<file path="config.mk">
export PLATFORM = sky130hd
export DESIGN_NAME = gregorian_date_arithmetic
export DESIGN_NICKNAME = d
export VERILOG_FILES = /design/src/design/gda_pkg.sv /design/src/design/gregorian_date_arithmetic.sv
export VERILOG_INCLUDE_DIRS = /design/src /design/src/design
export SDC_FILE = /design/constraint.sdc
export NUM_CORES = 2
export LEC_CHECK = 0
export BUFFER_PORTS_ARGS = -buffer_cell sky130_fd_sc_hd__buf_4
export CORE_ASPECT_RATIO = 0.7
export CORE_MARGIN = 4
export CORE_UTILIZATION = 54
export CTS_CLUSTER_SIZE = 24
export DETAILED_ROUTE_END_ITERATION = 10
export PLACE_DENSITY = 0.7
export SKIP_LAST_GASP = 1
export SLEW_MARGIN = 30
export SYNTH_ARGS = -nofsm -noshare
export SYNTH_HDL_FRONTEND = slang
export SYNTH_SLANG_ARGS = --single-unit
</file>
<file path="constraint.sdc">
create_clock -name clock -period 23.5 [get_ports clock]
set_clock_uncertainty 0.15 [all_clocks]
set_input_delay 2.35 -clock clock [delete_from_list [all_inputs] [get_ports clock]]
set_output_delay 2.35 -clock clock [all_outputs]
set_load 0.005 [all_outputs]
</file>
<file path="src/design/gregorian_date_arithmetic_defines.svh">
// ----------------------------------------------------------------------------
// gregorian date arithmetic assertion macros
// shared property forms for the date unit checks
// ----------------------------------------------------------------------------
`ifndef GREGORIAN_DATE_ARITHMETIC_DEFINES_SVH
`define GREGORIAN_DATE_ARITHMETIC_DEFINES_SVH

// same-cycle implication
`define GDA_ASSERT_IMP(name, clk, rst, ante, cons, msg) \
   name: assert property (@(posedge clk) disable iff (rst) (ante) |-> (cons)) \
      else $error(msg);

// next-cycle implication
`define GDA_ASSERT_NXT(name, clk, rst, ante, cons, msg) \
   name: assert property (@(posedge clk) disable iff (rst) (ante) |=> (cons)) \
      else $error(msg);

`endif

</file>
<file path="src/design/gda_pkg.sv">
// ----------------------------------------------------------------------------
// gda_pkg
// types, codes, constants and calendar helpers of the date unit
// ----------------------------------------------------------------------------
`default_nettype none

package gda_pkg;

   localparam int MAX_YEAR_DEF = 9999;

   localparam logic [1:0] REQ_SHIFT   = 2'd0;
   localparam logic [1:0] REQ_DIFF    = 2'd1;
   localparam logic [1:0] REQ_CMP     = 2'd2;
   localparam logic [1:0] REQ_CMP_ALT = 2'd3;

   localparam logic [2:0] ST_OK    = 3'd0;
   localparam logic [2:0] ST_YEAR  = 3'd1;
   localparam logic [2:0] ST_MONTH = 3'd2;
   localparam logic [2:0] ST_DAY   = 3'd3;
   localparam logic [2:0] ST_RANGE = 3'd4;

   localparam logic [1:0] ORD_LESS    = 2'd0;
   localparam logic [1:0] ORD_EQUAL   = 2'd1;
   localparam logic [1:0] ORD_GREATER = 2'd2;

   localparam int D400 = 146097;
   localparam int D100 = 36524;
   localparam int D4   = 1461;
   localparam int D1   = 365;

   localparam longint unsigned K400 = ((64'd1 << 43) + 64'd146096) / 64'd146097;
   localparam longint unsigned K4   = ((64'd1 << 27) + 64'd1460) / 64'd1461;
   localparam int unsigned     K100 = 5243;

   typedef struct packed {
      logic [2:0]         status;
      logic signed [22:0] diff;
      logic [1:0]         ord;
      logic               date_ok;
   } res_type;

   function automatic logic [7:0] div100(input logic [13:0] v);
      logic [26:0] pr;
      pr = 27'(v) * 27'(K100);
      return pr[26:19];
   endfunction

   function automatic logic is_leap(input logic [1:0] ylow, input logic [7:0] qy,
                                    input logic [7:0] qp);
      return (ylow == 2'd0) && ((qy == qp) || (qy[1:0] == 2'd0));
   endfunction

   function automatic logic [4:0] month_len(input logic [3:0] m, input logic leap);
      logic [4:0] len;
      case (m)
         4'd2:                     len = leap ? 5'd29 : 5'd28;
         4'd4, 4'd6, 4'd9, 4'd11:  len = 5'd30;
         default:                  len = 5'd31;
      endcase
      return len;
   endfunction

   function automatic logic [8:0] cum_days(input logic [3:0] m, input logic leap);
      logic [8:0] c;
      case (m)
         4'd2:    c = 9'd31;
         4'd3:    c = 9'd59;
         4'd4:    c = 9'd90;
         4'd5:    c = 9'd120;
         4'd6:    c = 9'd151;
         4'd7:    c = 9'd181;
         4'd8:    c = 9'd212;
         4'd9:    c = 9'd243;
         4'd10:   c = 9'd273;
         4'd11:   c = 9'd304;
         4'd12:   c = 9'd334;
         default: c = 9'd0;
      endcase
      if (leap && (m > 4'd2) && (m <= 4'd12)) begin
         c = c + 9'd1;
      end
      return c;
   endfunction

   function automatic logic [2:0] check_date(input logic [4:0] d, input logic [3:0] m,
                                             input logic [13:0] y, input logic leap,
                                             input logic [16:0] maxy);
      logic [2:0] st;
      if ((y == 14'd0) || (17'(y) > maxy)) begin
         st = ST_YEAR;
      end else if ((m == 4'd0) || (m > 4'd12)) begin
         st = ST_MONTH;
      end else if ((d == 5'd0) || (d > month_len(m, leap))) begin
         st = ST_DAY;
      end else begin
         st = ST_OK;
      end
      return st;
   endfunction

endpackage

`default_nettype wire

</file>
<file path="src/design/gregorian_date_arithmetic.sv">
// throughput: one item per cycle while rsp_ready holds, each stage holds its item while the next stage is stalled
// stages: year division, serial day, add/compare, then 400/100/4/1-year and month
// reset: synchronous, clears the stage valid bits only
// ----------------------------------------------------------------------------
// gregorian_date_arithmetic
// proleptic gregorian date shift, day difference and compare, pipelined
// ----------------------------------------------------------------------------
`default_nettype none

`include "gregorian_date_arithmetic_defines.svh"

module gregorian_date_arithmetic
   import gda_pkg::*;
#(
   parameter int MAX_YEAR = MAX_YEAR_DEF
) (
   input  wire                clock,
   input  wire                reset,
   input  wire                req_valid,
   output logic               req_ready,
   input  wire  [1:0]         req_type,
   input  wire  [4:0]         req_day_a,
   input  wire  [3:0]         req_month_a,
   input  wire  [13:0]        req_year_a,
   input  wire  [4:0]         req_day_b,
   input  wire  [3:0]         req_month_b,
   input  wire  [13:0]        req_year_b,
   input  wire  signed [22:0] req_day_offset,
   output logic               rsp_valid,
   input  wire                rsp_ready,
   output logic [4:0]         rsp_day_r,
   output logic [3:0]         rsp_month_r,
   output logic [13:0]        rsp_year_r,
   output logic signed [22:0] rsp_diff_days,
   output logic [1:0]         rsp_order,
   output logic [2:0]         rsp_status
);

   localparam logic [16:0] MAXY = 17'(MAX_YEAR);
   localparam int TOP = 365 * MAX_YEAR + MAX_YEAR / 4 - MAX_YEAR / 100 + MAX_YEAR / 400;

   logic [10:1] v_ff, v_in, en;

   always_comb begin
      en[10] = !v_ff[10] || rsp_ready;
      for (int k = 9; k >= 1; k--) begin
         en[k] = !v_ff[k] || en[k + 1];
      end
      v_in = (en & {v_ff[9:1], req_valid}) | (~en & v_ff);
   end

   assign req_ready = en[1];
   assign rsp_valid = v_ff[10];

   always_ff @(posedge clock) begin
      if (reset) begin
         v_ff <= '0;
      end else begin
         v_ff <= v_in;
      end
   end

   // stage 1: year divisions
   logic [1:0]         s1_type_ff;
   logic [4:0]         s1_da_ff, s1_db_ff;
   logic [3:0]         s1_ma_ff, s1_mb_ff;
   logic [13:0]        s1_ya_ff, s1_yb_ff;
   logic signed [22:0] s1_off_ff;
   logic [7:0]         s1_qya_ff, s1_qpa_ff, s1_qyb_ff, s1_qpb_ff;
   logic [22:0]        s1_p365a_ff, s1_p365b_ff;
   logic [13:0]        pa, pb;

   assign pa = req_year_a - 14'd1;
   assign pb = req_year_b - 14'd1;

   always_ff @(posedge clock) begin
      if (en[1]) begin
         s1_type_ff  <= req_type;
         s1_da_ff    <= req_day_a;
         s1_ma_ff    <= req_month_a;
         s1_ya_ff    <= req_year_a;
         s1_db_ff    <= req_day_b;
         s1_mb_ff    <= req_month_b;
         s1_yb_ff    <= req_year_b;
         s1_off_ff   <= req_day_offset;
         s1_qya_ff   <= div100(req_year_a);
         s1_qpa_ff   <= div100(pa);
         s1_qyb_ff   <= div100(req_year_b);
         s1_qpb_ff   <= div100(pb);
         s1_p365a_ff <= 23'(pa) * 23'(D1);
         s1_p365b_ff <= 23'(pb) * 23'(D1);
      end
   end

   // stage 2: checks and serial day numbers
   logic               leap_a, leap_b;
   logic [13:0]        p2a, p2b;
   logic [23:0]        sa_in, sb_in;
   logic [2:0]         st2_in;
   logic [1:0]         s2_type_ff;
   logic signed [22:0] s2_off_ff;
   logic [23:0]        s2_sa_ff, s2_sb_ff;
   logic [2:0]         s2_status_ff;

   always_comb begin
      leap_a = is_leap(s1_ya_ff[1:0], s1_qya_ff, s1_qpa_ff);
      leap_b = is_leap(s1_yb_ff[1:0], s1_qyb_ff, s1_qpb_ff);
      p2a    = s1_ya_ff - 14'd1;
      p2b    = s1_yb_ff - 14'd1;
      sa_in  = 24'(s1_p365a_ff) + 24'(p2a >> 2) - 24'(s1_qpa_ff) + 24'(s1_qpa_ff >> 2)
             + 24'(cum_days(s1_ma_ff, leap_a)) + 24'(s1_da_ff);
      sb_in  = 24'(s1_p365b_ff) + 24'(p2b >> 2) - 24'(s1_qpb_ff) + 24'(s1_qpb_ff >> 2)
             + 24'(cum_days(s1_mb_ff, leap_b)) + 24'(s1_db_ff);
      st2_in = check_date(s1_da_ff, s1_ma_ff, s1_ya_ff, leap_a, MAXY);
      if ((st2_in == ST_OK) && (s1_type_ff != REQ_SHIFT)) begin
         st2_in = check_date(s1_db_ff, s1_mb_ff, s1_yb_ff, leap_b, MAXY);
      end
   end

   always_ff @(posedge clock) begin
      if (en[2]) begin
         s2_type_ff   <= s1_type_ff;
         s2_off_ff    <= s1_off_ff;
         s2_sa_ff     <= sa_in;
         s2_sb_ff     <= sb_in;
         s2_status_ff <= st2_in;
      end
   end

   // stage 3: shift, difference, compare
   logic signed [25:0] sum, dif;
   res_type            res3_in, s3_res_ff;
   logic [24:0]        n_in, s3_n_ff;

   always_comb begin
      sum = signed'({2'b00, s2_sa_ff}) + 26'(s2_off_ff);
      dif = signed'({2'b00, s2_sa_ff}) - signed'({2'b00, s2_sb_ff});
      res3_in.status  = s2_status_ff;
      res3_in.diff    = '0;
      res3_in.ord     = ORD_LESS;
      res3_in.date_ok = 1'b0;
      n_in            = '0;
      if (s2_status_ff == ST_OK) begin
         case (s2_type_ff)
            REQ_SHIFT: begin
               if ((sum < 26'sd1) || (sum > signed'(26'(TOP)))) begin
                  res3_in.status = ST_RANGE;
               end else begin
                  res3_in.date_ok = 1'b1;
                  n_in            = 25'(sum - 26'sd1);
               end
            end
            REQ_DIFF: begin
               if ((dif < -26'sd4194304) || (dif > 26'sd4194303)) begin
                  res3_in.status = ST_RANGE;
               end else begin
                  res3_in.diff = 23'(dif);
               end
            end
            default: begin
               if (s2_sa_ff < s2_sb_ff) begin
                  res3_in.ord = ORD_LESS;
               end else if (s2_sa_ff == s2_sb_ff) begin
                  res3_in.ord = ORD_EQUAL;
               end else begin
                  res3_in.ord = ORD_GREATER;
               end
            end
         endcase
      end
   end

   always_ff @(posedge clock) begin
      if (en[3]) begin
         s3_res_ff <= res3_in;
         s3_n_ff   <= n_in;
      end
   end

   // stage 4: 400-year quotient
   logic [50:0] prod400;
   res_type     s4_res_ff;
   logic [24:0] s4_n_ff;
   logic [7:0]  s4_q400_ff;

   assign prod400 = 51'(s3_n_ff) * 51'(K400);

   always_ff @(posedge clock) begin
      if (en[4]) begin
         s4_res_ff  <= s3_res_ff;
         s4_n_ff    <= s3_n_ff;
         s4_q400_ff <= prod400[50:43];
      end
   end

   // stage 5: 400-year remainder
   res_type     s5_res_ff;
   logic [7:0]  s5_q400_ff;
   logic [17:0] s5_r400_ff;

   always_ff @(posedge clock) begin
      if (en[5]) begin
         s5_res_ff  <= s4_res_ff;
         s5_q400_ff <= s4_q400_ff;
         s5_r400_ff <= 18'(s4_n_ff - 25'(s4_q400_ff) * 25'(D400));
      end
   end

   // stage 6: century step
   logic [1:0]  q100_in;
   logic [15:0] r100_in;
   res_type     s6_res_ff;
   logic [7:0]  s6_q400_ff;
   logic [1:0]  s6_q100_ff;
   logic [15:0] s6_r100_ff;

   always_comb begin
      if (s5_r400_ff >= 18'(3 * D100)) begin
         q100_in = 2'd3;
         r100_in = 16'(s5_r400_ff - 18'(3 * D100));
      end else if (s5_r400_ff >= 18'(2 * D100)) begin
         q100_in = 2'd2;
         r100_in = 16'(s5_r400_ff - 18'(2 * D100));
      end else if (s5_r400_ff >= 18'(D100)) begin
         q100_in = 2'd1;
         r100_in = 16'(s5_r400_ff - 18'(D100));
      end else begin
         q100_in = 2'd0;
         r100_in = 16'(s5_r400_ff);
      end
   end

   always_ff @(posedge clock) begin
      if (en[6]) begin
         s6_res_ff  <= s5_res_ff;
         s6_q400_ff <= s5_q400_ff;
         s6_q100_ff <= q100_in;
         s6_r100_ff <= r100_in;
      end
   end

   // stage 7: 4-year quotient
   logic [33:0] prod4;
   res_type     s7_res_ff;
   logic [7:0]  s7_q400_ff;
   logic [1:0]  s7_q100_ff;
   logic [15:0] s7_r100_ff;
   logic [4:0]  s7_q4_ff;

   assign prod4 = 34'(s6_r100_ff) * 34'(K4);

   always_ff @(posedge clock) begin
      if (en[7]) begin
         s7_res_ff  <= s6_res_ff;
         s7_q400_ff <= s6_q400_ff;
         s7_q100_ff <= s6_q100_ff;
         s7_r100_ff <= s6_r100_ff;
         s7_q4_ff   <= prod4[31:27];
      end
   end

   // stage 8: 4-year remainder
   res_type     s8_res_ff;
   logic [7:0]  s8_q400_ff;
   logic [1:0]  s8_q100_ff;
   logic [4:0]  s8_q4_ff;
   logic [10:0] s8_r4_ff;

   always_ff @(posedge clock) begin
      if (en[8]) begin
         s8_res_ff  <= s7_res_ff;
         s8_q400_ff <= s7_q400_ff;
         s8_q100_ff <= s7_q100_ff;
         s8_q4_ff   <= s7_q4_ff;
         s8_r4_ff   <= 11'(s7_r100_ff - 16'(s7_q4_ff) * 16'(D4));
      end
   end

   // stage 9: single years, year number
   logic [1:0]  q1;
   logic [8:0]  r1_in;
   logic [16:0] year_in;
   res_type     s9_res_ff;
   logic [13:0] s9_year_ff;
   logic [8:0]  s9_r1_ff;
   logic        s9_leap_ff;

   always_comb begin
      if (s8_r4_ff >= 11'(3 * D1)) begin
         q1    = 2'd3;
         r1_in = 9'(s8_r4_ff - 11'(3 * D1));
      end else if (s8_r4_ff >= 11'(2 * D1)) begin
         q1    = 2'd2;
         r1_in = 9'(s8_r4_ff - 11'(2 * D1));
      end else if (s8_r4_ff >= 11'(D1)) begin
         q1    = 2'd1;
         r1_in = 9'(s8_r4_ff - 11'(D1));
      end else begin
         q1    = 2'd0;
         r1_in = 9'(s8_r4_ff);
      end
      year_in = 17'(s8_q400_ff) * 17'd400 + 17'(s8_q100_ff) * 17'd100
              + 17'({s8_q4_ff, 2'b00}) + 17'(q1) + 17'd1;
   end

   always_ff @(posedge clock) begin
      if (en[9]) begin
         s9_res_ff  <= s8_res_ff;
         s9_year_ff <= year_in[13:0];
         s9_r1_ff   <= r1_in;
         s9_leap_ff <= (q1 == 2'd3) && ((s8_q4_ff != 5'd24) || (s8_q100_ff == 2'd3));
      end
   end

   // stage 10: month and day, result register
   logic [3:0] month_in;
   logic [4:0] day_in;

   always_comb begin
      month_in = 4'd1;
      for (int m = 2; m <= 12; m++) begin
         if (cum_days(4'(m), s9_leap_ff) <= s9_r1_ff) begin
            month_in = month_in + 4'd1;
         end
      end
      day_in = 5'(s9_r1_ff - cum_days(month_in, s9_leap_ff) + 9'd1);
   end

   always_ff @(posedge clock) begin
      if (en[10]) begin
         rsp_day_r     <= s9_res_ff.date_ok ? day_in : 5'd0;
         rsp_month_r   <= s9_res_ff.date_ok ? month_in : 4'd0;
         rsp_year_r    <= s9_res_ff.date_ok ? s9_year_ff : 14'd0;
         rsp_diff_days <= s9_res_ff.diff;
         rsp_order     <= s9_res_ff.ord;
         rsp_status    <= s9_res_ff.status;
      end
   end

   `GDA_ASSERT_IMP(a_err_zero, clock, reset, rsp_valid && (rsp_status != ST_OK), (rsp_day_r == 5'd0) && (rsp_diff_days == '0) && (rsp_order == ORD_LESS), "error result carries data")
   `GDA_ASSERT_NXT(a_stage_hold, clock, reset, v_ff[1] && !en[1], v_ff[1], "stalled stage lost its item")
   `GDA_ASSERT_IMP(a_r400_range, clock, reset, v_ff[5], s5_r400_ff < 18'(D400), "400-year remainder out of range")
   `GDA_ASSERT_IMP(a_r4_range, clock, reset, v_ff[8], s8_r4_ff < 11'(D4), "4-year remainder out of range")

endmodule

`default_nettype wire

</file>
==> metrics.sh <==
WORST_SETUP_PATH_START_KIND='flip-flop'
CP_SLOWEST_CELL='edfxtp_1'
ROUTED_WIRE_LENGTH_PER_INSTANCE_UM=18.04
DIODES=0
SYN_TO_FINAL_GROWTH_PCT=8.067
INITIAL_CORE_UTIL=0.5474
ANTENNA_VIOLATIONS_BEFORE_REPAIR=0
DIE_X_UM=433.2
SYNTH_COMPOUND_AREA_FRAC=0.07031
FIN_WS_NS=13.13
CTS.ROOT.BUFFER_CELL='clkbuf_16'
SYNTH_SIMPLE_GATE_AREA_FRAC=0.06187
GLOBAL_ROUTE.OVERFLOW_TOTAL=0
TIMING.FINAL.SETUP_VIOLATIONS=0
SYNTH_SEQ_AREA_SHARE=0.2968
TOTALNEGATIVESETUPSLACK_NS=0
DP_HPWL_MM=117.6
CRITPATHREQUIREDTIME_NS=23.76
YOSYS_MOST_USED_DFF='edfxtp_1'
TOTALWIRELENGTH_MM=142.0
VIA_COUNT=41920
FIRST_GLOBAL_VIAS=43670
PRE_CTS_WS_NS=13.23
AVGSYNTHCELLAREA_UM2=11.41
DETAIL_ROUTE.FIRST_PASS.ITERATIONS=6
NUMBER_OF_LIBRARY_CELL_TYPES_MAPPED_BY_SYNTHESIS=99
CP-END-KIND='flip-flop'
SYNTH-WARNING-COUNT=0
CRITPATHMOSTFREQUENTCELL='ha_1'
SYNTH.CELL_AREA_UM2=68350
SYNTH_TOP_AREA_CELL='edfxtp_1'
POST_CTS_HOLD_BUFFER_COUNT=0
PATH_CLASS='flip-flop to flip-flop'
FINAL_LAYOUT_SIZE_SUFFIX_GT1_FRAC=0.05430
MULTIINPUTGATEAREA_UM2=42910
WORST_SETUP_HOLD_PATH_CLK_SLEW_NS=0.06
PORT_BUFFERS=127
NUM_ROWS=108
REGAREA_UM2=20290
POSTSYNTHCELLCOUNT=5992
GLOBALROUTETOTALUTIL=0.2222
MAX_CAP_VIOL_COUNT=0
SYNTH_SEQ_CELLS=685
YOSYS-MUX-AREA-FRACTION=0.005272
POST_SYNTH_FA_HA_MAJ_AREA_FRACTION=0.4438
MOST_COMMON_LIBRARY_CELL_IN_THE_LAYOUT_IGNORING_FILL_AND_TAPS='inv_1'
DIE_H_UM=305.7
SYNTHARSTFLOPSHARE=0
CTS_SETUP_BUFFERS=0
CLOCK_SINKS=685
DRTANTENNAVIOLNETS=0
TIMING.CRITICAL_PATH.BUF_INV=5
NUMBER_OF_GATES_GIVEN_A_NEW_DRIVE_STRENGTH_AFTER_CTS=0
SYNTH.AREA.TOP_CELLS='edfxtp_1 29%, fa_1 23%, ha_1 22%, inv_1 7.4%, xnor2_1 3.2%'
FINAL_HOLD_VIOL_COUNT=0
FINALMAXSLEWVIOLATIONS=0
TIMING_WORST_SLEW_PIN_VALUE_NS=0.9797
CLOCK_TREE.BUFFER_DEPTH=3
CLOCK_TREE.HTREE_LEVEL_COUNT=3
CRITICAL-PATH-MAX-STAGE-DELAY_NS=0.54
HOLD_PATH_CLASS='flip-flop to flip-flop'
VIAS_PER_CELL=5.323
CTS-BUFFERS-INSERTED=73
RSZ0062_AT_GRT='false'
GP_ROUTABILITY_CONGESTION=0.9255
DR.FIRST_ITER.DRC_COUNT=2484
SYNTH-EDFF-COUNT=657
TRITONCTS='done'
MAX_FREQ_GHz=0.09648
STATUS='finished clean'
WORST_SKEW_PAIR.LATE_LATENCY_NS=0.67
MOST-COMMON-LAYOUT-CELLS='1338 x inv_1, 1183 x ha_1, 776 x fa_1'
PATH_DELAY_FAMILY='adder cells'
LAYOUT_MIN_CYCLE_TIME_NS=10.37
DETAIL_ROUTE.DRC_VIOLATIONS=0
GRT_FIRST_PASS_WIRELENGTH_MM=233.1
FINAL.FILL_COUNT=10210
TIMING.MAX_SLEW.REL_SLACK=0.3408
SYNTH_XOR_XNOR_AREA_SHARE=0.04519
GRT_MAX_DEGREE=132
CORE-AREA_UM2=124900
PIN_COUNT=128
CP.ARRIVAL_NS=10.62
SYNTH.TOP_CELL.AREA_SHARE=0.2886
SYNTH_TOP_FAMILY_BY_AREA='adder cells'
TIMING.CRITICAL_PATH.FANOUT_MAX=10
DESIGN.DIE.AREA_UM2=132400
NNETSFINAL=8202
FINAL_MIN_PERIOD_OVER_CLOCK_PERIOD=0.4411
[layout make-up]
cell class | count | share of cell area
clock inverter | 50 | 0.007961
clock buffer | 82 | 0.02519
inverter | 1345 | 0.06841
sequential | 685 | 0.2747
multi-input combinational | 3918 | 0.5809
timing repair buffer | 145 | 0.01496
tap | 1650 | 0.02795
[path summary, 6_finish.rpt]
path | to | slack [ns] | cells past startpoint | from
max | rsp_day_r[4] | 13.13 | 48 | s9_leap_ff
min reg2reg | s8_res_ff[12] | 0.25 | 0 | s7_res_ff[12]
min | s8_res_ff[12] | 0.25 | 0 | s7_res_ff[12]
max reg2reg | rsp_day_r[4] | 13.13 | 48 | s9_leap_ff
[cell families after synthesis]
group,count (synthesis)
AOI/OAI and AO/OA,729
xor gates and xnor gates,343
adders and majority gates,1959
buffers and inverters,1390
DFF,685
muxes,33
other,1
and+or+nand+nor,852
[routing by layer]
| metal | vias to the layer above | global-route usage | part of all wire |
|---|---|---|---|
| li1 | 20350 | - | - |
| met1 | 20600 | 0.3221 | 0.47 |
| met5 | - | 0 | 0 |
| met3 | 153 | 0.04965 | 0.061 |
| met4 | 0 | 0.04642 | 0.020 |
| met2 | 822 | 0.3452 | 0.44 |
[cells in the mapped netlist (7+ instances only)]
cell type,instances
dfxtp_1,28
o31ai_1,16
nor3_1,78
or3_1,22
nor2b_1,41
nand2b_1,35
ha_1,1183
nand2_1,188
or2_2,14
nand3b_1,9
o22ai_1,12
a21boi_0,21
xor2_1,88
nor4_1,26
edfxtp_1,657
a211o_1,9
nand3_1,58
a31oi_1,28
a21o_1,66
and3_1,27
nor4_2,8
a21oi_1,196
nor2_1,246
o211ai_1,21
and2_1,32
o2111ai_1,11
a211oi_1,27
o21ai_0,152
o21a_1,49
fa_1,776
nand4_1,29
o41ai_1,9
o31a_1,8
xnor2_1,247
or4_1,7
a31o_2,7
mux2i_1,24
o21bai_1,24
inv_1,1342
clkbuf_1,35
[worst reg2reg max path, delay by kind of cell, from the launching register on]
| kind | cells | cell delay, ns |
|---|---|---|
| XOR/XNOR | 5 | 0.77 |
| multiplexers | 6 | 1.44 |
| adder cells (fa/ha/maj) | 10 | 2.73 |
| buffers and inverters | 5 | 0.61 |
| AO/OA/AOI/OAI | 13 | 2.69 |
| flip-flops | 1 | 0.54 |
| AND/OR/NAND/NOR | 9 | 1.16 |
[sequential cells by signal, indices dropped and copies added (netlist names), 23 cells and up, named ones only]
signal	flops
s1_p365a_ff	23
s4_res_ff	29
s8_res_ff	29
s7_res_ff	29
rsp_diff_days	23
s1_off_ff	23
s5_res_ff	29
s2_sb_ff	24
s3_res_ff	29
s2_sa_ff	24
s9_res_ff	29
s1_p365b_ff	23
s2_off_ff	23
s6_res_ff	29
s3_n_ff	25
[metrics by stage]
step	utilization	hold slack (ns)	cell area, um2	cells
2_1_floorplan	-	0.2503	68360	5993
3_3_place_gp	0.5715	0.2500	71360	7742
3_5_place_dp	0.5716	0.2545	71370	7742
4_1_cts	0.5912	0.2477	73820	7874
5_1_grt	0.5916	0.2476	73870	7875
6_report	0.5916	0.2480	73870	7875
Power is left out: the tool's default activity adds up to more than one toggle a clock period on the data nets, which glitch-free logic cannot reach.
